==> src/rtl/mccs_pkg.sv <==
// Shared types and constants for the minimum coin change solver.
// Used by the controller, the datapath and the top level.
package mccs_pkg;

  localparam int SLOT_COUNT = 8;
  localparam int SLOT_W     = 3;
  localparam int COIN_W     = 10;
  localparam int CNT_W      = 11;
  localparam int REG_IDX_W  = 4;

  // all-ones count marks a sum that no coins can reach
  localparam logic [CNT_W-1:0] NO_WAY = '1;

  typedef logic [COIN_W-1:0] coin_t;

  // one table entry: least coin count and slot of the last coin
  typedef struct packed {
    logic [CNT_W-1:0]  count;
    logic [SLOT_W-1:0] slot;
  } entry_t;

  // controller to datapath
  typedef struct packed {
    logic start;        // capture request, clear tallies
    logic init_wr;      // write table entry zero, restart the sum
    logic fill_step;    // one slot phase of the table fill
    logic tb_read;      // read the entry of the current sum
    logic tb_use;       // count its coin and step the sum down
    logic emit_step;    // scan one tally for the output
    logic single_load;  // load a lone result with no coins
    logic single_found; // found bit of that lone result
  } cmd_t;

  // datapath to controller
  typedef struct packed {
    logic target_zero;
    logic target_over;
    logic fill_done;
    logic tb_unreach;
    logic tb_last;
    logic any_tally;
    logic emit_done;
    logic out_free;
  } status_t;

endpackage

==> src/rtl/mccs_ctrl.sv <==
// Sequencing state machine of the minimum coin change solver.
// Depends on mccs_pkg for the command and status structs.
module mccs_ctrl (
  input  logic               clk,
  input  logic               rst,
  input  logic               in_valid,
  output logic               in_stall,
  input  mccs_pkg::status_t  status,
  output mccs_pkg::cmd_t     cmd
);
  import mccs_pkg::*;

  typedef enum logic [2:0] {
    S_IDLE,
    S_INIT,
    S_FILL,
    S_TB_READ,
    S_TB_USE,
    S_EMIT,
    S_ONE_HIT,
    S_ONE_MISS
  } state_t;

  state_t state;
  state_t state_next;

  always_ff @(posedge clk) begin
    if (rst) begin
      state <= S_IDLE;
    end else begin
      state <= state_next;
    end
  end

  assign in_stall = (state != S_IDLE);

  always_comb begin
    state_next = state;
    cmd        = '0;
    unique case (state)
      S_IDLE: begin
        if (in_valid) begin
          cmd.start  = 1'b1;
          state_next = S_INIT;
        end
      end
      S_INIT: begin
        if (status.target_zero) begin
          state_next = S_ONE_HIT;
        end else if (status.target_over) begin
          state_next = S_ONE_MISS;
        end else begin
          cmd.init_wr = 1'b1;
          state_next  = S_FILL;
        end
      end
      S_FILL: begin
        cmd.fill_step = 1'b1;
        if (status.fill_done) begin
          state_next = S_TB_READ;
        end
      end
      S_TB_READ: begin
        cmd.tb_read = 1'b1;
        state_next  = S_TB_USE;
      end
      S_TB_USE: begin
        cmd.tb_use = 1'b1;
        if (status.tb_unreach) begin
          state_next = S_ONE_MISS;
        end else if (status.tb_last) begin
          state_next = S_EMIT;
        end else begin
          state_next = S_TB_READ;
        end
      end
      S_EMIT: begin
        // no coin counted: report a found result with no coins
        if (!status.any_tally) begin
          state_next = S_ONE_HIT;
        end else begin
          cmd.emit_step = 1'b1;
          if (status.emit_done) begin
            state_next = S_IDLE;
          end
        end
      end
      S_ONE_HIT: begin
        cmd.single_load  = 1'b1;
        cmd.single_found = 1'b1;
        if (status.out_free) begin
          state_next = S_IDLE;
        end
      end
      S_ONE_MISS: begin
        cmd.single_load = 1'b1;
        if (status.out_free) begin
          state_next = S_IDLE;
        end
      end
      default: begin
        state_next = S_IDLE;
      end
    endcase
  end

endmodule

==> config.mk <==
export PLATFORM = sky130hd
export DESIGN_NAME = mccs_ctrl
export DESIGN_NICKNAME = d
export VERILOG_FILES = /design/src/rtl/mccs_pkg.sv /design/src/rtl/mccs_ctrl.sv
export SDC_FILE = /design/constraint.sdc
export NUM_CORES = 1
export LEC_CHECK = 0
export BUFFER_PORTS_ARGS = -buffer_cell sky130_fd_sc_hd__buf_2
export CAP_MARGIN = 20
export CORE_AREA = 2 2 39 41
export CTS_BUF_LIST = sky130_fd_sc_hd__clkbuf_4 sky130_fd_sc_hd__clkbuf_8
export DETAILED_ROUTE_END_ITERATION = 10
export DIE_AREA = 0 0 41 43
export GPL_ROUTABILITY_DRIVEN = 0
export PLACE_DENSITY = 0.48
export REMOVE_ABC_BUFFERS = 1
export SYNTH_ARGS = -nofsm -noshare
export SYNTH_HDL_FRONTEND = slang
export SYNTH_SLANG_ARGS = --single-unit
==> constraint.sdc <==
create_clock -name clk -period 1.7 [get_ports clk]
set_clock_uncertainty 0.1 [all_clocks]
set_input_delay 0.17 -clock clk [delete_from_list [all_inputs] [get_ports clk]]
set_output_delay 0.17 -clock clk [all_outputs]
set_load 0.01 [all_outputs]
=== After elaboration in Yosys (flattened, before gate mapping) ===
Index checks and enable logic that the tools add are counted.

* Bits in registers: 3
* Input port bits: 11
* Output and inout port bits: 9
* Logic and storage cells: 38

* Equality and inequality tests: 11
* Multiplexer cells: 22
* Reduce and logical (&&, ||, !) cells: 4

{| class="wikitable"
|+ Operators by type and width
! cell !! count
|-
| 2-to-1 mux 3 bit || 9
|-
| case mux 3 bit (7 select lines) || 1
|-
| equality test 3 bit, second input constant || 4
|-
| 2-to-1 mux 1 bit || 12
|-
| equality test 3 x 2 -> 1 bit, second input constant || 2
|-
| != test 2 bit, second input constant || 2
|-
| AND reduction 4 bit || 1
|-
| equality test 3 x 1 -> 1 bit, second input constant || 1
|-
| logical NOT 3 bit || 1
|-
| != test 3 bit, second input constant || 1
|-
| nonzero test 3 bit || 1
|-
| != test 2 x 1 -> 1 bit, second input constant || 1
|-
| OR reduction 2 bit || 1
|}

=== Depth between registers and ports, before layout ===
Gate-level depths: netlist of the first run.

* Word-level depth: 4
* Mapped depth: 5
* Gate-level depth less buffers: 4

=== Worst setup path after synthesis of the first run ===
Ideal clock, no wire load.

* Kind: register -> output
* Start: reg state[1]
* End: out cmd[7] (netlist name)
* Arrival time: 1.095 ns
* Slack: 0.335 ns
* Cell stages (with the launch flop): 4
* Path buffers: 1
* Cells stage by stage: dfxtp_1 buf_2 or3_1 nor2_1

{| class="wikitable"
|+ RTL lines
! what !! RTL line !! text
|-
| from (decl) || mccs_ctrl.sv:24 || <nowiki>state_t state;</nowiki>
|-
| from (signal assigned) || mccs_ctrl.sv:31 || <nowiki>state <= state_next;</nowiki>
|-
| to (decl) || mccs_ctrl.sv:9 || <nowiki>output mccs_pkg::cmd_t cmd</nowiki>
|}

==> key figures, run 1 <==
Run status
  • Result of the run: completed

STA
  • Pins over their slew limit: 0
  • Sum of negative setup slack: 0 ns
  • Endpoints failing hold: 0
  • Actual slew at the worst max-slew pin: 0.523 ns
  • Final-report setup violation count: 0
  • Worst slew margin relative to its limit: 64.2%
  • Part of the cycle the worst path needs: 92.6%
  • Tmin final: 1.57 ns
  • Max Clk Rate: 0.635 GHz
  • Setup repair after global routing missed its margin: false

Synthesis
  • Cell taking the most area after synthesis: sky130_fd_sc_hd__dfxtp_1
  • Yosys warning total: 0
  • Synth unique cells: 24
  • Post-synth EDFFs: 0
  • Synthesized instance count: 41
  • Top post-synthesis cells by area: sky130_fd_sc_hd__dfxtp_1 (20%), sky130_fd_sc_hd__nor2_1 (7.6%), sky130_fd_sc_hd__nor4b_1 (5.9%)
  • Area fraction of the dominant cell type after synthesis: 20.2%
  • Most used DFF post-synth: sky130_fd_sc_hd__dfxtp_1
  • Register bit total from synthesis: 3
  • Mean area per synthesized cell: 7.26 sq um
  • Post-synth design cell area: 298 sq um
  • Synth async-reset ratio: 0%
  • Cell types with the highest counts after synthesis: sky130_fd_sc_hd__nor2_1 (6), sky130_fd_sc_hd__a21oi_1 (3), sky130_fd_sc_hd__dfxtp_1 (3)
  • Cell with the most instances after synthesis: sky130_fd_sc_hd__nor2_1
  • Sequential fraction of the synthesis area: 20.2%

Drt
  • DR DRC count: 0
  • Total wirelength of the detailed-routed design: 799 microns
  • Average routed wire per standard cell: 10.2 microns
  • Final antenna-violating net count: 0
  • DRT Pass-1 Iters: 2
  • Vias after detailed routing: 360
  • DR iter-0 viols: 1
  • Vias per std cell: 4.62

Final layout
  • Filler Cell Count: 163
  • Growth of design area from synthesis to finish: 45.4%
  • Post-layout nets: 74
  • Share of final-layout standard cells stronger than drive strength 1: 41.9%
  • Largest reg by FF count: state
  • Largest register FFs: 3
  • Antenna diode count: 0
  • Registers with the most flip-flops: state x3

Global route
  • Wire length of the first global-routing pass: 1.18 mm
  • Number of global-route vias before repair: 299
  • GR Overflow Total: 0
  • Initial antenna violation count: 0
  • Maximum number of pins on one net before global-route repair: 16
  • Overall track demand over capacity in global routing: 9.83%

Setup path
  • Critical Setup Path Class: reg -> out
  • Cell at the slowest stage of the critical path: sky130_fd_sc_hd__or3_1
  • Kind of end point of the critical path: output port
  • Cell family with the largest share of critical-path delay: simple AND/OR/NAND/NOR gates
  • Series of cell instances along the critical path: or3_1 -> nor2_1 -> buf_2
  • R2R depth: 3
  • Register-to-register path setup slack: 0.21 ns
  • Startpoint of the worst-slack reg-to-reg timing path: state[1]$_SDFFE_PP0P_
  • Endpoint required time on the critical path: 1.43 ns
  • Reg2Reg Capture Point: state[2]$_SDFFE_PP0P_
  • CP startpoint kind: register
  • Worst path bufs/invs: 1
  • Critical path fanouts, max: 15
  • Delay of the slowest critical-path stage: 0.43 ns
  • Arr. time, crit path: 1.30 ns

Floorplanning
  • Area of the die: 1760 sq um
  • Starting density of the core: 21.5%
  • Row count: 14
  • Die X: 41 microns
  • Ports placed on the boundary: 20
  • Area of the core: 1380 sq um
  • Die outline height: 43 microns

Clocking
  • Number of buffers created by CTS: 3
  • # Post-CTS Setup Buffers: 0
  • Cell at the root of the clock tree: sky130_fd_sc_hd__clkbuf_4
  • Max Root-Sink Buffers: 2
  • Total of hold buffers inserted after clock tree synthesis: 0
  • Clock tree from TritonCTS: built
  • Insertion delay of the later-clocked pin in the worst-skew pair: 0.24 ns
  • CTS HTree Levels: 1
  • Reg clk slew, reported paths: 0.04 ns
  • Clock sink count: 3
  • Post_cts resized: 0

Hold path
  • Hold-critical path depth: 2
  • End point of the most critical hold path: state[2]$_SDFFE_PP0P_
  • Class of the most critical hold timing path: in -> reg
  • Hold wc startpoint: rst

Power and ir drop
  • Total Power: 434 uW
  • Power per standard cell area: 1000 nW/um^2
  • Leakage Power: 0.210 nW
  • Max VDD drop: 0.000322 V

Place
  • Number of input and output port buffers inserted: 19
  • Estimated wirelength of the detail-placed design: 573 microns

Run
  • Number of max-cap violations: 0
## layout by cell type, fill, tap and decap left out, drive strengths merged, types with 2 or more instances in the layout
cell     count
nor2         6
dfxtp        3
nor4b        2
a2111oi      2
a21oi        3
nand2        2
and2         2
clkbuf       4
nor3         2
nand2b       2
buf         20
nor2b        3
o21ai        2
## how the worst max path moves through the flow
| stage | from | to | slack (ns) | depth (start not counted) |
|---|---|---|---|---|
| after floorplan | state[0]$_SDFFE_PP0P_ | cmd[6] | 0.24 | 2 |
| after global placement | state[1]$_SDFFE_PP0P_ | state[2]$_SDFFE_PP0P_ | 0.25 | 3 |
| after detailed placement | state[1]$_SDFFE_PP0P_ | state[0]$_SDFFE_PP0P_ | 0.22 | 4 |
| after CTS | state[1]$_SDFFE_PP0P_ | cmd[7] | 0.12 | 3 |
| after global routing | state[2]$_SDFFE_PP0P_ | cmd[6] | 0.02 | 3 |
| final | state[1]$_SDFFE_PP0P_ | cmd[7] | 0.13 | 3 |
## where the power goes
group	internal (mW)	switching [mW]	total (mW)
clock network	0.104	0.0416	0.146
logic	0.0865	0.0839	0.170
registers	0.0841	0.0336	0.118
total	0.275	0.159	0.434
## through the flow
stage                     instances  hold WS, ns  setup WS (ns)  utilization (%)  cell area (sq um)
after global routing             78       0.0225         0.0217             31.3                433
after detailed placement         74        0.267          0.219             29.1                403
final                            78       0.0264          0.126             31.3                433
after CTS                        78       0.0202          0.115             31.3                433
after floorplan                  38        0.139          0.244                -                280
after global placement           74        0.277          0.251             29.1                403
## cell families (layout without fill, tap and decap cells)
family / count (synthesis) / in the layout / synth area share, %
simple gates: 22 / 22 / 42.9
compound gates: 12 / 12 / 29.8
buf+inv: 4 / 25 / 7.14
flops: 3 / 3 / 20.2
## cell type report
type,count,area [sq um],area share (%)
multi-input combinational,34,216,50.0
sequential,3,60.1,13.9
timing repair buffer,20,103,23.7
tap,16,20.0,4.62
clock buffer,4,30.0,6.94
inverter,1,3.75,0.867
## per-layer routing
| metal | global-route usage, % | up-vias | part of all wire, % |
|---|---|---|---|
| li1 | - | 195 | - |
| met1 | 13.8 | 154 | 49 |
| met2 | 13.4 | 11 | 47 |
| met3 | 0 | 0 | 4.6 |
| met4 | 8.00 | 0 | 0 |
| met5 | 0 | - | 0 |
(Power assumes the default switching activity.)
==> run 2, diff against run 1 <==
--- a/config.mk
+++ b/config.mk
@@ -5,15 +5,16 @@
 export SDC_FILE = /design/constraint.sdc
 export NUM_CORES = 1
 export LEC_CHECK = 0
-export BUFFER_PORTS_ARGS = -buffer_cell sky130_fd_sc_hd__buf_2
 export CAP_MARGIN = 20
 export CORE_AREA = 2 2 39 41
 export CTS_BUF_LIST = sky130_fd_sc_hd__clkbuf_4 sky130_fd_sc_hd__clkbuf_8
 export DETAILED_ROUTE_END_ITERATION = 10
 export DIE_AREA = 0 0 41 43
+export DONT_BUFFER_PORTS = 1
 export GPL_ROUTABILITY_DRIVEN = 0
-export PLACE_DENSITY = 0.48
+export PLACE_DENSITY = 0.35
 export REMOVE_ABC_BUFFERS = 1
+export SLEW_MARGIN = 0
 export SYNTH_ARGS = -nofsm -noshare
 export SYNTH_HDL_FRONTEND = slang
 export SYNTH_SLANG_ARGS = --single-unit
==> constraint.sdc (replaced) <==
create_clock -name clk -period 1.7 [get_ports clk]
set_clock_uncertainty 0.1 [all_clocks]
set_input_delay 0.34 -clock clk [delete_from_list [all_inputs] [get_ports clk]]
set_output_delay 0.34 -clock clk [all_outputs]
set_load 0.01 [all_outputs]
==> key figures, run 2 (synthesized netlist as in run 1, its figures left out) <==
Run
  • Number of max-cap violations: 0

Floorplanning
  • Ports placed on the boundary: 20
  • Area of the die: 1760 sq um
  • Die X: 41 microns
  • Die outline height: 43 microns
  • Starting density of the core: 21.5%
  • Row count: 14
  • Area of the core: 1380 sq um

Place
  • Number of instances in the placed design: 57
  • Estimated wirelength of the detail-placed design: 649 microns
  • Pre-CTS setup slack: 0.156 ns
  • Number of input and output port buffers inserted: 0
  • Cell Area, Placed: 323 sq um

STA
  • Setup repair after global routing missed its margin: false
  • Worst slew margin relative to its limit: 69.1%
  • Final-report setup violation count: 0
  • Actual slew at the worst max-slew pin: 0.452 ns
  • Part of the cycle the worst path needs: 96.1%
  • Pins over their slew limit: 0
  • Sum of negative setup slack: 0 ns
  • Setup slack after layout: 0.0655 ns
  • Final worst hold slack: 0.0558 ns
  • Endpoints failing hold: 0
  • Tmin final: 1.63 ns
  • Max Clk Rate: 0.612 GHz

Global route
  • Overall track demand over capacity in global routing: 11.2%
  • GR Overflow Total: 0
  • Maximum number of pins on one net before global-route repair: 14
  • Number of global-route vias before repair: 317
  • Met2 layer usage reported by global route: 17.5%
  • Met3 track demand over resource: 3.14%
  • Global routing's busiest layer: met2
  • Wire length of the first global-routing pass: 1.26 mm
  • Initial antenna violation count: 0
  • Global Route met1 Usage: 10.2%

Final layout
  • Registers with the most flip-flops: state x3
  • Highest-count cells in the layout ignoring fill and taps: sky130_fd_sc_hd__nor2_1 (4), sky130_fd_sc_hd__clkbuf_4 (4), sky130_fd_sc_hd__a21oi_1 (3), sky130_fd_sc_hd__buf_4 (3), sky130_fd_sc_hd__dfxtp_2 (3)
  • Finished layout cell area: 380 sq um
  • Largest reg by FF count: state
  • Utilization of the core after routing: 27.5%
  • Share of final-layout standard cells stronger than drive strength 1: 37.8%
  • Antenna diode count: 0
  • Largest register FFs: 3
  • Growth of design area from synthesis to finish: 27.7%
  • Post-layout nets: 57
  • Filler Cell Count: 160
  • Number of standard cells in the final layout excluding fillers: 61

Setup path
  • R2R depth: 5
  • Cell at the slowest stage of the critical path: sky130_fd_sc_hd__or3_4
  • Critical path fanouts, max: 11
  • Endpoint required time on the critical path: 1.26 ns
  • Register-to-register path setup slack: 0.26 ns
  • Cell family with the largest share of critical-path delay: simple AND/OR/NAND/NOR gates
  • Critical Setup Path Class: reg -> out
  • Kind of end point of the critical path: output port
  • Worst path bufs/invs: 0
  • Series of cell instances along the critical path: or3_4 -> nor2_2
  • Delay of the slowest critical-path stage: 0.43 ns
  • Reg2Reg Capture Point: state[2]$_SDFFE_PP0P_
  • Number of logic stages on the critical path including buffering: 2
  • Startpoint of the worst-slack reg-to-reg timing path: state[1]$_SDFFE_PP0P_
  • Arr. time, crit path: 1.19 ns
  • CP startpoint kind: register

Hold path
  • Hold-critical path depth: 1
  • Hold wc startpoint: rst
  • End point of the most critical hold path: state[1]$_SDFFE_PP0P_
  • Class of the most critical hold timing path: in -> reg

Clocking
  • Cell at the root of the clock tree: sky130_fd_sc_hd__clkbuf_4
  • # Post-CTS Setup Buffers: 0
  • Reg clk slew, reported paths: 0.04 ns
  • Clock sink count: 3
  • Clock tree from TritonCTS: built
  • Number of buffers created by CTS: 3
  • CTS HTree Levels: 1
  • Post_cts resized: 5
  • Insertion delay of the later-clocked pin in the worst-skew pair: 0.24 ns
  • Max Root-Sink Buffers: 2
  • Total of hold buffers inserted after clock tree synthesis: 0

Drt
  • DR DRC count: 0
  • DR iter-0 viols: 4
  • Average routed wire per standard cell: 14.8 microns
  • Vias per std cell: 5.25
  • Final antenna-violating net count: 0
  • Vias after detailed routing: 320
  • Total wirelength of the detailed-routed design: 901 microns
  • DRT Pass-1 Iters: 2

Power and ir drop
  • Total Power: 434 uW
  • Power per standard cell area: 1140 nW/um^2
  • Max VDD drop: 0.000227 V
  • Leakage Power: 0.138 nW

Run status
  • Result of the run: completed
[run 2: power breakdown]
group | internal, mW | total, mW | switching, mW
sequential | 0.0873 | 0.124 | 0.0364
combinational | 0.0824 | 0.164 | 0.0817
clock | 0.104 | 0.146 | 0.0420
[run 2: worst max-delay path by stage]
stage,startpoint,endpoint
floorplan,state[0]$_SDFFE_PP0P_,cmd[6]
global placement,state[2]$_SDFFE_PP0P_,cmd[7]
detailed placement,state[2]$_SDFFE_PP0P_,cmd[7]
CTS,state[1]$_SDFFE_PP0P_,cmd[0]
global route,state[1]$_SDFFE_PP0P_,cmd[3]
finish,state[1]$_SDFFE_PP0P_,cmd[7]
[run 2: layout make-up]
cell class,instances,area [sq um],area share [%]
clock buffers,4,30.0,7.89
well taps,16,20.0,5.26
repair buffers,3,22.5,5.92
flip-flops and latches,3,63.8,16.8
inverters,1,3.75,0.987
multi-input cells,34,240,63.2
[run 2: worst register-to-register path: cells and delay by family, from the launching register on]
kind	cells	cell delay [ns]
flops	1	0.37
buf+inv	1	0.17
simple gates	1	0.19
compound gates	3	0.49
[run 2: routing by layer]
metal	routed length, microns	vias to the layer above
met3	92	0
met2	479	10
li1	-	162
met5	0	-
met1	328	148
met4	0	0
==> run 3, diff against run 2 <==
--- a/config.mk
+++ b/config.mk
@@ -6,10 +6,10 @@
 export NUM_CORES = 1
 export LEC_CHECK = 0
 export CAP_MARGIN = 20
-export CORE_AREA = 2 2 39 41
+export CORE_AREA = 5 5 42 44
 export CTS_BUF_LIST = sky130_fd_sc_hd__clkbuf_4 sky130_fd_sc_hd__clkbuf_8
 export DETAILED_ROUTE_END_ITERATION = 10
-export DIE_AREA = 0 0 41 43
+export DIE_AREA = 0 0 47 49
 export DONT_BUFFER_PORTS = 1
 export GPL_ROUTABILITY_DRIVEN = 0
 export PLACE_DENSITY = 0.35
==> key figures, run 3 (synthesized netlist as in run 1, its figures left out) <==
STA
  • Actual slew at the worst max-slew pin: 0.507 ns
  • Part of the cycle the worst path needs: 96.7%
  • Max Clk Rate: 0.608 GHz
  • Setup repair after global routing missed its margin: false
  • Tmin final: 1.64 ns
  • Final-report setup violation count: 0
  • Pins over their slew limit: 0
  • Endpoints failing hold: 0
  • Worst slew margin relative to its limit: 65.3%
  • Sum of negative setup slack: 0 ns

Drt
  • Vias per std cell: 5.38
  • DRT Pass-1 Iters: 2
  • Vias after detailed routing: 328
  • DR iter-0 viols: 9
  • Total wirelength of the detailed-routed design: 868 microns
  • Average routed wire per standard cell: 14.2 microns
  • Final antenna-violating net count: 0
  • DR DRC count: 0

Final layout
  • Antenna diode count: 0
  • Growth of design area from synthesis to finish: 25.2%
  • Largest reg by FF count: state
  • Share of final-layout standard cells stronger than drive strength 1: 31.1%
  • Largest register FFs: 3
  • Finished layout cell area: 373 sq um
  • Highest-count cells in the layout ignoring fill and taps: sky130_fd_sc_hd__nor2_1 (5), sky130_fd_sc_hd__clkbuf_4 (4), sky130_fd_sc_hd__a21oi_1 (3), sky130_fd_sc_hd__buf_4 (3)
  • Sequential cell area: 66.3 sq um
  • Post-layout nets: 57
  • Leading cell type in the layout, fill and taps excluded: sky130_fd_sc_hd__nor2_1
  • Area occupied by multi-input gates: 230 sq um
  • Filler Cell Count: 171
  • Registers with the most flip-flops: state x3

Hold path
  • End point of the most critical hold path: state[1]$_SDFFE_PP0P_
  • Class of the most critical hold timing path: in -> reg
  • Hold wc startpoint: rst
  • Hold-critical path depth: 1

Setup path
  • Arr. time, crit path: 1.20 ns
  • Critical Setup Path Class: reg -> out
  • Kind of end point of the critical path: output port
  • Cell family with the largest share of critical-path delay: simple AND/OR/NAND/NOR gates
  • CP startpoint kind: register
  • Critical path fanouts, max: 15
  • Endpoint required time on the critical path: 1.26 ns
  • Cell at the slowest stage of the critical path: sky130_fd_sc_hd__or3_1
  • R2R depth: 3
  • Reg2Reg Capture Point: state[2]$_SDFFE_PP0P_
  • Register-to-register path setup slack: 0.32 ns
  • Worst path bufs/invs: 1
  • Startpoint of the worst-slack reg-to-reg timing path: state[1]$_SDFFE_PP0P_
  • Delay of the slowest critical-path stage: 0.42 ns
  • Series of cell instances along the critical path: or3_1 -> buf_4

Floorplanning
  • Die outline height: 49 microns
  • Row count: 14
  • Ports placed on the boundary: 20
  • Area of the core: 1400 sq um
  • Area of the die: 2300 sq um
  • Starting density of the core: 21.3%
  • Die X: 47 microns

Power and ir drop
  • Power per standard cell area: 1130 nW/um^2
  • Max VDD drop: 0.000277 V
  • Total Power: 421 uW
  • Leakage Power: 0.139 nW

Clocking
  • Cell at the root of the clock tree: sky130_fd_sc_hd__clkbuf_4
  • Clock tree from TritonCTS: built
  • Number of buffers created by CTS: 3
  • Clock sink count: 3
  • Reg clk slew, reported paths: 0.03 ns
  • Max Root-Sink Buffers: 2
  • CTS HTree Levels: 1
  • Insertion delay of the later-clocked pin in the worst-skew pair: 0.23 ns

Place
  • Cell Area, Placed: 323 sq um
  • Number of input and output port buffers inserted: 0
  • Estimated wirelength of the detail-placed design: 649 microns

Run
  • Number of max-cap violations: 0

Global route
  • Overall track demand over capacity in global routing: 7.53%
  • Wire length of the first global-routing pass: 1.15 mm
  • Maximum number of pins on one net before global-route repair: 16
  • GR Overflow Total: 0
  • Initial antenna violation count: 0
  • Number of global-route vias before repair: 287

Run status
  • Result of the run: completed
[run 3: layout make-up]
cell class | count | area share (%)
Multi-Input combinational cell | 34 | 61.7
Timing Repair Buffer | 3 | 6.04
Tap cell | 16 | 5.37
Sequential cell | 3 | 17.8
Clock buffer | 4 | 8.05
Inverter | 1 | 1.01
[run 3: worst max-delay path by stage]
stage                to                   from  cells past startpoint
2_1_floorplan    cmd[6]  state[0]$_SDFFE_PP0P_                      2
3_3_place_gp     cmd[6]  state[0]$_SDFFE_PP0P_                      3
3_5_place_dp     cmd[6]  state[0]$_SDFFE_PP0P_                      3
4_1_cts          cmd[6]  state[0]$_SDFFE_PP0P_                      3
5_1_grt          cmd[7]  state[1]$_SDFFE_PP0P_                      2
6_report       in_stall  state[1]$_SDFFE_PP0P_                      2
[run 3: per-layer routing]
layer  GRT usage, %  share of wire [%]  vias up
li1               -                  -      160
met1           10.5                 43      139
met2           7.47                 37       24
met3           1.85                 15        5
met4           9.68                5.1        0
met5              0                  0        -
[run 3: worst reg2reg max path, cell delays in order (launching register included)]
cell and delay [ns]:
sky130_fd_sc_hd__dfxtp_2 0.46, sky130_fd_sc_hd__nor2_1 0.08, sky130_fd_sc_hd__a2111oi_0 0.50, sky130_fd_sc_hd__a311oi_1 0.09
[run 3: repair_timing]
action	in CTS	in global routing
endpoints found under the setup margin	4	3
hold buffers	0	0
resized for setup	4	3
setup buffers	0	0
[run 3: metrics by stage]
step	cells	hold WS [ns]	setup WS (ns)	util [%]
finish	61	0.0648	0.0560	26.6
global route	61	0.0527	0.00622	26.6
CTS	61	0.0537	0.0109	25.8
detailed placement	57	0.312	0.127	23.0
global placement	57	0.312	0.181	23.0
floorplan	38	0.309	0.0738	-
[run 3: power by group]
part / switching, mW / internal (mW) / leakage (nW)
clock network: 0.0362 / 0.104 / 0.0184
logic: 0.0728 / 0.0788 / 0.0940
registers: 0.0416 / 0.0877 / 0.0261
total: 0.151 / 0.270 / 0.139
